### config.mk
export PLATFORM = sky130hd
export DESIGN_NAME = swm_cell
export DESIGN_NICKNAME = d
export VERILOG_FILES = /design/src/swm_pkg.sv /design/src/swm_cell.sv
export SDC_FILE = /design/constraint.sdc
export NUM_CORES = 1
export LEC_CHECK = 0
export ABC_CLOCK_PERIOD_IN_PS = 7300
export BUFFER_PORTS_ARGS = -buffer_cell sky130_fd_sc_hd__buf_2
export CORE_MARGIN = 4
export CORE_UTILIZATION = 45
export DETAILED_ROUTE_END_ITERATION = 6
export GPL_ROUTABILITY_DRIVEN = 0
export PLACE_DENSITY = 0.84
export SLEW_MARGIN = 20
export SYNTH_ARGS = -nofsm -noshare
export SYNTH_HDL_FRONTEND = slang
export SYNTH_SLANG_ARGS = --single-unit
### constraint.sdc
create_clock -name clk -period 7.3 [get_ports clk]
set_input_delay 0.73 -clock clk [delete_from_list [all_inputs] [get_ports clk]]
set_output_delay 0.73 -clock clk [all_outputs]
set_load 0.02 [all_outputs]
### src/swm_pkg.sv
// swm_pkg: shared constants and the cell control struct of the sliding window maximum unit
// no dependencies; used by swm_cell and sliding_window_maximum_unit
`default_nettype none

package swm_pkg;

    localparam int WINDOW_MAX_DEF  = 64;
    localparam int SAMPLE_BITS_DEF = 16;
    localparam int CFG_BITS        = 7;

    // control broadcast from the top level to every cell
    typedef struct packed {
        logic accept;   // an input transfer is taken this cycle
        logic restart;  // that transfer opens a new stream
        logic shift;    // front candidate leaves with the transfer
        logic drain;    // idle cycle, front candidate is stale
    } cell_ctl_t;

endpackage

`default_nettype wire

### src/swm_cell.sv
// swm_cell: one slot of the ordered candidate chain (value, age, valid)
// depends on swm_pkg for cell_ctl_t
`default_nettype none

module swm_cell #(
    parameter int SAMPLE_BITS = 16,
    parameter int AW          = 7
) (
    input  wire                           clk,
    input  wire                           rst_n,
    input  swm_pkg::cell_ctl_t            ctl,
    input  wire signed [SAMPLE_BITS-1:0]  sample,
    input  wire                           prev_keep,
    output logic                          keep,
    input  wire                           next_cur_valid,
    input  wire signed [SAMPLE_BITS-1:0]  next_cur_value,
    input  wire        [AW-1:0]           next_cur_age,
    input  wire                           next_vn_valid,
    input  wire signed [SAMPLE_BITS-1:0]  next_vn_value,
    input  wire        [AW-1:0]           next_vn_age,
    output logic                          cur_valid,
    output logic signed [SAMPLE_BITS-1:0] cur_value,
    output logic       [AW-1:0]           cur_age,
    output logic                          vn_valid,
    output logic signed [SAMPLE_BITS-1:0] vn_value,
    output logic       [AW-1:0]           vn_age
);
    import swm_pkg::*;

    logic                          valid_reg, valid_next;
    logic signed [SAMPLE_BITS-1:0] value_reg, value_next;
    logic        [AW-1:0]          age_reg, age_next;
    logic                          new_here;

    // a candidate survives only while strictly above the new sample
    assign keep     = valid_reg && !ctl.restart && (value_reg > sample);
    assign new_here = !keep && prev_keep;

    assign vn_valid = keep || new_here;
    assign vn_value = keep ? value_reg : sample;
    assign vn_age   = keep ? (age_reg + 1'b1) : '0;

    assign cur_valid = valid_reg;
    assign cur_value = value_reg;
    assign cur_age   = age_reg;

    always_comb
    begin
        valid_next = valid_reg;
        value_next = value_reg;
        age_next   = age_reg;
        if (ctl.accept)
        begin
            if (ctl.shift)
            begin
                valid_next = next_vn_valid;
                value_next = next_vn_value;
                age_next   = next_vn_age;
            end
            else
            begin
                valid_next = vn_valid;
                value_next = vn_value;
                age_next   = vn_age;
            end
        end
        else if (ctl.drain)
        begin
            valid_next = next_cur_valid;
            value_next = next_cur_value;
            age_next   = next_cur_age;
        end
    end

    always_ff @(posedge clk or negedge rst_n)
    begin
        if (!rst_n)
            valid_reg <= 1'b0;
        else
            valid_reg <= valid_next;
    end

    always_ff @(posedge clk)
    begin
        value_reg <= value_next;
        age_reg   <= age_next;
    end

endmodule

`default_nettype wire

---- After elaboration in Yosys (flattened, before gate mapping) ----
Index checks and enable logic that the tools add are counted.
storage, ports and cells
  register bits after elaboration ......... 24
  input bits .............................. 71
  output and inout bits ................... 49
  word-level logic and storage cells ...... 23
cells by class
  add/sub/neg operators ................... 1
  $lt $le $gt $ge ......................... 1
  muxes and demuxes ....................... 11
  reductions and logical operators ........ 7
operators with widths
  operator             number
  $mux 16              4
  $mux 7               4
  $gt 16x16->1         1
  $add 7x1->7 const B  1
  $logic_and 1x1->1    3
  $mux 1               3
  $logic_not 1->1      2
  $reduce_bool 2->1    1
  $logic_or 1x1->1     1

---- Longest topological paths before layout ----
Gate-level depths: netlist (run 1).
  depth after elaboration ................. 8
  mapped depth ............................ 10

---- Least setup slack after synthesis (run 1) ----
Ideal clock, no wire load.
  path type ............................... input to output
  start ................................... input port sample[15]
  end ..................................... output port vn_age[0]
  arrival ................................. 2,533 ps
  required time ........................... 6,570 ps
  setup slack ............................. 4,037 ps
  stages .................................. 9
  buffers on the path ..................... 2
  cell sequence ........................... inv_1 -> ha_1 -> nand4_1 -> nor4_2 -> o21ai_1 -> a21oi_2 -> buf_6 -> buf_6 -> nor2b_1
between the ends
  word-level cells in the longest chain between the ends .. 3
RTL lines
  element            line            source
  start, declared    swm_cell.sv:12  input wire signed [SAMPLE_BITS-1:0] sample,
  $gt 16x16->1       swm_cell.sv:36  assign keep = valid_reg && !ctl.restart && (value_reg > sample);
  $logic_and 1x1->1  swm_cell.sv:36
  net keep           swm_cell.sv:14  output logic keep,
  $mux 7             swm_cell.sv:41  assign vn_age = keep ? (age_reg + 1'b1) : '0;
  end, declared      swm_cell.sv:26  output logic [AW-1:0] vn_age
The timed path passes the listed nets, and every way through them passes these cells.

---- Final worst setup path (run 1) ----
  start ................................... input port sample[15]
  end ..................................... output port vn_value[0]
between the ends
  word-level cells in the longest chain between the ends .. 3
RTL lines
  element            line            source
  $gt 16x16->1       swm_cell.sv:36
  $logic_and 1x1->1  swm_cell.sv:36
  $mux 16            swm_cell.sv:40  assign vn_value = keep ? value_reg : sample;
  end, declared      swm_cell.sv:25  output logic signed [SAMPLE_BITS-1:0] vn_value,
No other way between the ends.

==> impl_metrics.json, run 1 <==
{
  "grt_antenna_before_repair": 0,
  "yosysSeqAreaShare_pct": 35.2,
  "intPower_uw": 285,
  "finClkSkew_ps": 8.20,
  "critPathMaxStageDelay_ps": 760,
  "clock_sinks": 24,
  "ys_top_cells_by_count": "41 x nand2_1, 26 x inv_1, 23 x edfxtp_1, 22 x a21oi_1, 18 x nand2b_1",
  "dieArea_mm2": 0.00566,
  "maxSlewHeadroom_pct": 37.5,
  "status": "completed",
  "synthArstFlopShare_pct": 4.17,
  "combPwrFrac_pct": 42.7,
  "pre_cts_ws_ps": 3390,
  "drv_cap": 0,
  "clockPowerShare_pct": 17.6,
  "dp_hpwl_um": 4560,
  "synth_area_leaders": "edfxtp_1 34%, ha_1 10%, nand2_1 7.6%, nand2b_1 5.5%, a21oi_1 5.4%",
  "critPathArrivalTime_ps": 3150,
  "worst_path_max_delay_cell": "a21oi_4",
  "swShare_pct": 38.5,
  "start_util_pct": 46.7,
  "insertedDiodeCount": 0,
  "whs_ps": 222,
  "yosysTopAreaCell": "edfxtp_1",
  "syn_inst": 242,
  "reg2reg_depth": 7,
  "irDropWorstVdd_v": 0.0000802,
  "drt_pass1_iterations": 4,
  "critPathLaunchType": "input pin",
  "crit_required_ps": 6570,
  "grt_max_degree": 44,
  "synth_most_common_cell": "nand2_1",
  "fin_nets": 442,
  "yosys.area.top_type_share_pct": 34.0,
  "p_per_area_mw_per_mm2": 173,
  "area_growth_pct": 31.6,
  "row_count": 24,
  "fin_crit_sh_pct": 53.2,
  "power.switching_uw": 178,
  "avgViaCountPerCell": 5.45,
  "wire_per_inst_um": 14.8,
  "drive_gt1_share_pct": 36.3,
  "num_vias": 2207,
  "first_global_vias": 2144,
  "cts_made_buffers": 3,
  "core-area_mm2": 0.00435,
  "drc_errors": 0,
  "yosysUniqueCellTypes": 36,
  "drt_iter0_markers": 132,
  "slew_violations": 0,
  "netlist_area_mm2": 0.00203,
  "grt_usage_pct": 20.6,
  "gr-total-overflow": 0,
  "synthFlopType": "edfxtp_1",
  "tns_ps": 0,
  "path_cells": "buf_2 > inv_1 > ha_1 > nand4_1 > nor4_2 > o21ai_1 > a21oi_4 > mux2_4 > buf_2",
  "worst_skew_pair.late_latency_ps": 270,
  "io_pins": 120,
  "path_clk_slew_ps": 80,
  "path_common_cell": "buf_2",
  "tightest_slew_ps": 935,
  "cts_hold_buf": 0,
  "rsz0062_at_grt": "false",
  "syn_avg_cell_area_um2": 8.40,
  "sequentialPowerShare_pct": 39.7,
  "io_buffers": 119,
  "min_period_ps": 3880,
  "cts.repair.resized": 0,
  "fin_ws_ps": 3420,
  "cts_max_path_buffers": 2,
  "p_leak_uw": 0.00140,
  "grt_pass1_wl_um": 9070,
  "fmax_ghz": 0.258,
  "die_y_um": 75.2,
  "endpoint_kind": "output port",
  "setup.worst_path.class": "in2out",
  "die_width_um": 75.2,
  "clock-root-buffer": "clkbuf_8",
  "yosys_warnings": 0,
  "routed_wl_um": 5980,
  "htree_levels": 1,
  "post_cts_buffers": 0,
  "synth_edf_count": 23,
  "fillers": 396,
  "hold_class": "in2async",
  "finalSetupViolCount": 0,
  "cts_tree": "done",
  "drtAntennaViolNets": 0,
  "path_max_fanout": 43,
  "hold_violations": 0,
  "fin_total_pwr_uw": 463,
  "synth-seq-cells": 24,
  "syn_nets": 330
}
-- flip-flops by register name (all words and copies together), names as in the netlist --
| name | count |
|---|---|
| cur_age | 7 |
| cur_valid | 1 |
| cur_value | 16 |
-- power groups by stage --
stage                     clock network [uW]  logic [uW]  registers (uW)
after floorplan                            0         113             203
after global placement                     0         195             186
after detailed placement                   0         199             187
after CTS                               84.4         199             184
after global routing                    88.1         220             186
final                                   81.5         198             184
-- per-stage QoR --
stage	area [um2]	std cells	utilization [%]
after detailed placement	2630	401	60.4
after global placement	2630	401	60.4
final	2680	405	61.4
after CTS	2680	405	61.4
after floorplan	2030	242	-
after global routing	2680	405	61.4
-- worst paths after layout --
path / start / to / slack (ps)
hold / removal: rst_n / cur_valid$_DFFE_PN0P_ / 220
min in group clk: cur_value[2]$_DFFE_PP_ / cur_value[2]$_DFFE_PP_ / 680
setup / recovery: sample[15] / vn_value[0] / 3420
hold reg to reg: cur_value[2]$_DFFE_PP_ / cur_value[2]$_DFFE_PP_ / 680
max in group asynchronous: rst_n / cur_valid$_DFFE_PN0P_ / 7000
setup reg to reg: cur_value[15]$_DFFE_PP_ / cur_value[0]$_DFFE_PP_ / 4270
-- placed cells by master, fill, tap and decap left out --
cell type | synthesis | final
o21ai_0 | 8 | 8
nor4_2 | 1 | 1
inv_1 | 26 | 26
dfrtp_1 | 1 | 1
clkbuf_8 | 0 | 3
o22ai_1 | 15 | 15
xnor2_1 | 3 | 3
a221o_1 | 3 | 3
edfxtp_1 | 23 | 23
nor2_1 | 4 | 4
and3_1 | 1 | 1
a2111o_1 | 1 | 1
mux2_4 | 1 | 1
nor3b_1 | 2 | 2
and2_1 | 1 | 1
a31oi_1 | 15 | 15
nand3b_1 | 1 | 1
a21oi_4 | 0 | 1
nor2b_1 | 2 | 2
a21o_1 | 3 | 3
nor4_1 | 1 | 1
xor2_1 | 2 | 2
nand4_1 | 2 | 2
nand3_1 | 4 | 4
clkinv_1 | 0 | 1
ha_1 | 17 | 17
a22oi_1 | 5 | 5
buf_2 | 0 | 119
or2_2 | 2 | 2
o21a_1 | 1 | 1
nand2b_1 | 18 | 18
nand2_1 | 41 | 41
o22a_1 | 1 | 1
a221oi_2 | 1 | 1
a21oi_1 | 22 | 22
o21ai_1 | 1 | 1
-- cell families after synthesis --
kind of cell / Yosys count / share of synthesized area, %
AND/OR/NAND/NOR: 80 / 19.3
AO/OA/AOI/OAI: 77 / 23.8
buffers and inverters: 38 / 8.31
flip-flops: 24 / 35.2
adder cells (fa/ha/maj): 17 / 10.5
XOR/XNOR: 5 / 2.15
multiplexers: 1 / 0.738
-- critical path: cells and delay by family --
family,cells,cell delay [ps]
fa+ha+maj,1,290
mux,1,360
buf+inv,3,290
compound gates,2,930
simple gates,2,530
-- metal layers --
metal / up-vias / track usage [%] / wire [um]
met5: - / 0 / 0
met4: 0 / 6.80 / 33
met3: 2 / 2.80 / 508
met2: 97 / 37.0 / 3000
met1: 1011 / 25.2 / 2440
li1: 1097 / - / -
-- final cells by class --
cell class / instances / area, um2 / share of cell area, %
Clock inverter: 1 / 3.75 / 0.140
Tap cell: 52 / 65.1 / 2.43
Clock buffer: 3 / 41.3 / 1.54
Multi-Input combinational cell: 180 / 1160 / 43.2
Timing Repair Buffer: 119 / 596 / 22.3
Inverter: 26 / 97.6 / 3.65
Sequential cell: 24 / 716 / 26.8
Note: power is estimated with default switching activity, not from simulation.
==> inputs of run 2 (changes only) <==
--- a/config.mk
+++ b/config.mk
@@ -5,13 +5,14 @@
 export SDC_FILE = /design/constraint.sdc
 export NUM_CORES = 1
 export LEC_CHECK = 0
-export ABC_CLOCK_PERIOD_IN_PS = 7300
+export ABC_AREA = 1
+export ABC_CLOCK_PERIOD_IN_PS = 3200
 export BUFFER_PORTS_ARGS = -buffer_cell sky130_fd_sc_hd__buf_2
 export CORE_MARGIN = 4
-export CORE_UTILIZATION = 45
+export CORE_UTILIZATION = 42
 export DETAILED_ROUTE_END_ITERATION = 6
 export GPL_ROUTABILITY_DRIVEN = 0
-export PLACE_DENSITY = 0.84
+export PLACE_DENSITY = 0.8
 export SLEW_MARGIN = 20
 export SYNTH_ARGS = -nofsm -noshare
 export SYNTH_HDL_FRONTEND = slang
==> constraint.sdc (replaced) <==
create_clock -name clk -period 3.2 [get_ports clk]
set_input_delay 0.32 -clock clk [delete_from_list [all_inputs] [get_ports clk]]
set_output_delay 0.32 -clock clk [all_outputs]
set_load 0.02 [all_outputs]
==> impl_metrics.json, run 2 <==
{
  "grt_max_degree": 29,
  "area_growth_pct": 32.1,
  "mostFrequentLayoutCells": "119 x buf_2, 105 x nand2_1, 59 x nor2_1",
  "worstHoldStart": "next_cur_age[4]",
  "cp.depth": 10,
  "die_width_um": 81.8,
  "fin_nets": 539,
  "crit_family": "simple AND/OR/NAND/NOR gates",
  "p_leak_uw": 0.00171,
  "syn_inst": 334,
  "rsz0062_at_grt": "false",
  "gr-total-overflow": 0,
  "crit_required_ps": 2880,
  "tightest_slew_ps": 609,
  "yosysUniqueCellTypes": 26,
  "io_buffers": 119,
  "synth-seq-cells": 24,
  "irDropWorstVdd_v": 0.000175,
  "dieArea_mm2": 0.00669,
  "cp_num_buf_inv": 3,
  "setup.worst_path.class": "reg2out",
  "fmax_ghz": 0.340,
  "synth_edf_count": 23,
  "row_count": 26,
  "post-route-util_pct": 58.0,
  "drc_errors": 0,
  "drv_cap": 0,
  "yosys_warnings": 0,
  "endpoint_kind": "output port",
  "tns_ps": 0,
  "path_cells": "ha_1 > a21oi_1 > o21ai_0 > a21oi_2 > nand3_2 > nand3_4 > inv_1 > nand2_1 > inv_1 > buf_2",
  "synthFlopType": "edfxtp_1",
  "dp_hpwl_um": 5350,
  "insertedDiodeCount": 0,
  "layout_commonest_cell": "buf_2",
  "crit_path_start": "cur_value[15]$_DFFE_PP_",
  "clock_sinks": 24,
  "cts_max_path_buffers": 2,
  "synthArstFlopShare_pct": 4.17,
  "synth_area_leaders": "edfxtp_1 30%, nand2_1 17%, nor2_1 9.7%, ha_1 9.3%, inv_1 5.1%",
  "hold_path_depth": 3,
  "drt_pass1_iterations": 4,
  "reg2reg_depth": 11,
  "avgViaCountPerCell": 4.86,
  "num_vias": 2527,
  "grt_pass1_wl_um": 10700,
  "syn_nets": 422,
  "min_period_ps": 2940,
  "netlist_area_mm2": 0.00229,
  "critPathMaxStageDelay_ps": 440,
  "yosys.area.top_type_share_pct": 30.2,
  "multiInputGateArea_mm2": 0.00138,
  "fin_crit_sh_pct": 91.9,
  "drt_iter0_markers": 152,
  "status": "completed",
  "synth_most_common_cell": "nand2_1",
  "clock-root-buffer": "clkbuf_8",
  "htree_levels": 1,
  "path_max_fanout": 18,
  "hold_class": "in2reg",
  "start_util_pct": 43.9,
  "first_global_vias": 2417,
  "ys_top_cells_by_count": "105 x nand2_1, 59 x nor2_1, 31 x inv_1, 23 x edfxtp_1",
  "post_cts_buffers": 0,
  "syn_avg_cell_area_um2": 6.84,
  "seq_area_um2": 716,
  "cts_tree": "done",
  "grt_antenna_before_repair": 0,
  "slew_violations": 0,
  "finalSetupViolCount": 0,
  "worst_skew_pair.late_latency_ps": 280,
  "p_per_area_mw_per_mm2": 388,
  "maxSlewHeadroom_pct": 59.3,
  "fillers": 523,
  "largest_reg_flops": 16,
  "critPathArrivalTime_ps": 2620,
  "yosysTopAreaCell": "edfxtp_1",
  "finClkSkew_ps": 9.71,
  "routed_wl_um": 6830,
  "reg2reg_from": "cur_value[15]$_DFFE_PP_",
  "core-area_mm2": 0.00520,
  "io_pins": 120,
  "hold_violations": 0,
  "path_common_cell": "inv_1",
  "critPathLaunchType": "register",
  "yosysSeqAreaShare_pct": 31.3,
  "grt_usage_pct": 20.4,
  "wire_per_inst_um": 13.1,
  "drtAntennaViolNets": 0,
  "path_clk_slew_ps": 100,
  "drive_gt1_share_pct": 34.7,
  "die_y_um": 81.8,
  "cts_made_buffers": 3,
  "worst_path_max_delay_cell": "edfxtp_1"
}
-- run 2: cell count changes in the layout (fill, tap and decap cells not counted), moves of 3 or more --
cell and delta:
a21oi_1 -17, a221o_1 -3, a22oi_1 -5, a31oi_1 -15
buf_4 +5, inv_1 +5, nand2_1 +64, nand2_2 +18
nand2b_1 -18, nand3_1 +14, nand4_1 +16, nor2_1 +55
o22ai_1 -15
-- run 2: worst register-to-register path, delay by kind of cell, from the launching register on --
| kind | cells | cell delay (ps) |
|---|---|---|
| and+or+nand+nor | 6 | 1040 |
| DFF | 1 | 440 |
| AOI/OAI and AO/OA | 3 | 420 |
| adders and majority gates | 1 | 350 |
| buffers and inverters | 1 | 90 |
-- run 2: layer usage --
| layer | track usage (%) | up-vias | part of all wire [%] |
|---|---|---|---|
| li1 | - | 1306 | - |
| met1 | 25.3 | 1118 | 39 |
| met2 | 36.5 | 89 | 51 |
| met3 | 2.41 | 14 | 7.0 |
| met4 | 6.81 | 0 | 2.0 |
| met5 | 0 | - | 0 |
-- run 2: report_power, final --
| part | switching [uW] | total, uW | internal (uW) |
|---|---|---|---|
| Combinational | 312 | 482 | 169 |
| Clock | 110 | 277 | 167 |
| Sequential | 29.2 | 414 | 384 |
| Total | 451 | 1170 | 721 |
-- run 2: logic make-up (layout without fill, tap and decap cells) --
family                     Yosys count  after routing  synth area share, %
AOI/OAI and AO/OA                   16             16                 3.94
xor gates and xnor gates             5              5                 1.92
adders and majority gates           17             17                 9.30
buffers and inverters               47            162                 9.20
DFF                                 24             24                 31.3
and+or+nand+nor                    225            226                 44.3
-- run 2: timing repair --
action | CTS | global route
hold buffers | 1 | 0
endpoints found under the hold margin | 1 | 0
gates resized for setup | 0 | 1
setup endpoints to repair | 0 | 23
-- run 2: final timing paths --
check | end | slack [ps]
setup reg to reg | cur_age[6]$_DFFE_PP_ | 630
max in group asynchronous | cur_valid$_DFFE_PN0P_ | 2760
setup / recovery | vn_age[6] | 260
hold / removal | cur_age[4]$_DFFE_PP_ | 300
min in group asynchronous | cur_valid$_DFFE_PN0P_ | 350
hold reg to reg | cur_valid$_DFFE_PN0P_ | 570
-- run 2: final cells by class --
type                            instances  area share (%)
Inverter                               33            4.10
Clock inverter                          1           0.995
Timing Repair Buffer                  125            21.3
Multi-Input combinational cell        264            45.6
Clock buffer                            3            1.37
Sequential cell                        24            23.7
Tap cell                               70            2.90
-- run 2: stage by stage --
| step | hold slack [ps] | setup WS (ps) | instance area [um2] | cells | total power (uW) |
|---|---|---|---|---|---|
| finish | 303 | 258 | 3020 | 520 | 1170 |
| global route | 300 | 71.0 | 3020 | 520 | 1250 |
| CTS | 306 | 84.7 | 3000 | 519 | 1170 |
| detailed placement | 102 | 361 | 2920 | 514 | 896 |
| global placement | 99.0 | 446 | 2920 | 514 | 884 |
| floorplan | 24.4 | 888 | 2290 | 334 | 737 |
==> inputs of run 3 (changes only) <==
--- a/config.mk
+++ b/config.mk
@@ -8,6 +8,7 @@
 export ABC_AREA = 1
 export ABC_CLOCK_PERIOD_IN_PS = 3200
 export BUFFER_PORTS_ARGS = -buffer_cell sky130_fd_sc_hd__buf_2
+export CORE_ASPECT_RATIO = 1.25
 export CORE_MARGIN = 4
 export CORE_UTILIZATION = 42
 export DETAILED_ROUTE_END_ITERATION = 6
==> impl_metrics.json, run 3 (same netlist as run 2, synthesis figures left out) <==
{
  "drc_errors": 0,
  "cts_made_buffers": 3,
  "grt_antenna_before_repair": 0,
  "fin_crit_sh_pct": 91.3,
  "clock-root-buffer": "clkbuf_8",
  "drtAntennaViolNets": 0,
  "top_usage_layer": "met2",
  "path_clk_slew_ps": 80,
  "slew_violations": 0,
  "hold_violations": 0,
  "irDropWorstVdd_v": 0.000198,
  "num_vias": 2547,
  "intPower_uw": 645,
  "drv_cap": 0,
  "use_met1_pct": 22.1,
  "finClkSkew_ps": 3.98,
  "p_leak_uw": 0.00169,
  "avgViaCountPerCell": 4.98,
  "power.switching_uw": 433,
  "post_cts_buffers": 0,
  "use_met3_pct": 3.12,
  "status": "completed",
  "tns_ps": 0,
  "largest_reg_flops": 16,
  "grt_max_degree": 49,
  "tightest_slew_ps": 993,
  "cts_tree": "done",
  "use_met2_pct": 35.9,
  "finalSetupViolCount": 0,
  "htree_levels": 1,
  "maxSlewHeadroom_pct": 33.6,
  "reg2reg_depth": 12,
  "wire_per_inst_um": 13.1,
  "endpoint_kind": "output port",
  "path_max_fanout": 18,
  "combPwrFrac_pct": 44.5,
  "gr-total-overflow": 0,
  "p_per_area_mw_per_mm2": 362,
  "crit_required_ps": 2880,
  "cts_max_path_buffers": 2,
  "die_width_um": 74.0,
  "fmax_ghz": 0.342,
  "mostFrequentLayoutCells": "119 x buf_2, 105 x nand2_1, 59 x nor2_1",
  "min_period_ps": 2920,
  "drt_iter0_markers": 125,
  "start_util_pct": 44.1,
  "first_global_vias": 2436,
  "setup.worst_path.class": "reg2out",
  "routed_wl_um": 6720,
  "row_count": 29,
  "io_buffers": 119,
  "area_growth_pct": 30.2,
  "whs_ps": 323,
  "clockPowerShare_pct": 16.9,
  "grt_usage_pct": 19.2,
  "worst_skew_pair.late_latency_ps": 260,
  "fin_nets": 538,
  "io_pins": 120,
  "critPathArrivalTime_ps": 2600,
  "critPathLaunchType": "register",
  "die_y_um": 90.5,
  "layout_commonest_cell": "buf_2",
  "insertedDiodeCount": 0,
  "core-area_mm2": 0.00519,
  "clock_sinks": 24,
  "swShare_pct": 40.2,
  "rsz0062_at_grt": "false",
  "hold_class": "in2reg",
  "hold_path_depth": 3,
  "sequentialPowerShare_pct": 38.6,
  "grt_pass1_wl_um": 10500,
  "dp_hpwl_um": 5400,
  "drt_pass1_iterations": 4,
  "dieArea_mm2": 0.00669,
  "drive_gt1_share_pct": 34.3
}
## run 3: cell types whose count changed in the layout (fill, tap and decap cells not counted), sizes merged
cell	change
clkbuf	+1
buf	-1
bufinv	-1
## run 3: per-stage QoR
| step | util, % | instance area (um2) | instances | worst slack, ps | total power, uW |
|---|---|---|---|---|---|
| 2_1_floorplan | - | 2290 | 334 | 888 | 737 |
| 3_3_place_gp | 55.9 | 2900 | 505 | 556 | 881 |
| 3_5_place_dp | 55.9 | 2900 | 505 | 446 | 894 |
| 4_1_cts | 57.0 | 2960 | 510 | 162 | 1080 |
| 5_1_grt | 57.3 | 2980 | 511 | 55.4 | 1150 |
| 6_report | 57.3 | 2980 | 511 | 277 | 1080 |
## run 3: worst max-delay path, stage by stage, from the launching register on
cell	delay (ps)
edfxtp_1	430
ha_1	380
nand2_1	110
nor2_2	170
nand2_1	100
clkinv_1	70
nand2_2	60
nand3_2	290
nand3_4	310
nor2_1	230
buf_2	190
## run 3: final cells by class
cell class              instances  area, um2
fillers                       505       2210
multi-input cells             264       1380
flip-flops and latches         24        716
repair buffers                124        636
inverters                      33        124
well taps                      62       77.6
clock buffers                   4       45.0
## run 3: per-layer routing
layer / share of wire, % / wire [um]
met2: 53 / 3560
met5: 0 / 0
met4: 1.1 / 72
met3: 7.3 / 492
met1: 39 / 2590
## run 3: timing repair
| item | CTS | global route |
|---|---|---|
| endpoints found under the setup margin | 0 | 5 |
| hold buffers | 1 | 0 |
| resized for setup | 0 | 1 |
| hold endpoints to repair | 1 | 0 |
## run 3: power groups by stage
stage                     clock network, uW  logic, uW  registers (uW)
after floorplan                           0        283             454
after CTS                               188        475             415
after detailed placement                  0        472             422
after global routing                    201        533             419
final                                   182        479             416
after global placement                    0        460             421
## run 3: worst paths after layout
kind	start	end	slack, ps
max in group asynchronous	rst_n	cur_valid$_DFFE_PN0P_	2770
worst max register to register	cur_value[15]$_DFFE_PP_	cur_value[12]$_DFFE_PP_	660
worst min register to register	cur_valid$_DFFE_PN0P_	cur_valid$_DFFE_PN0P_	580
min in group asynchronous	rst_n	cur_valid$_DFFE_PN0P_	350
worst max-delay path	cur_value[15]$_DFFE_PP_	vn_age[3]	280
worst min-delay path	next_cur_value[13]	cur_value[13]$_DFFE_PP_	320
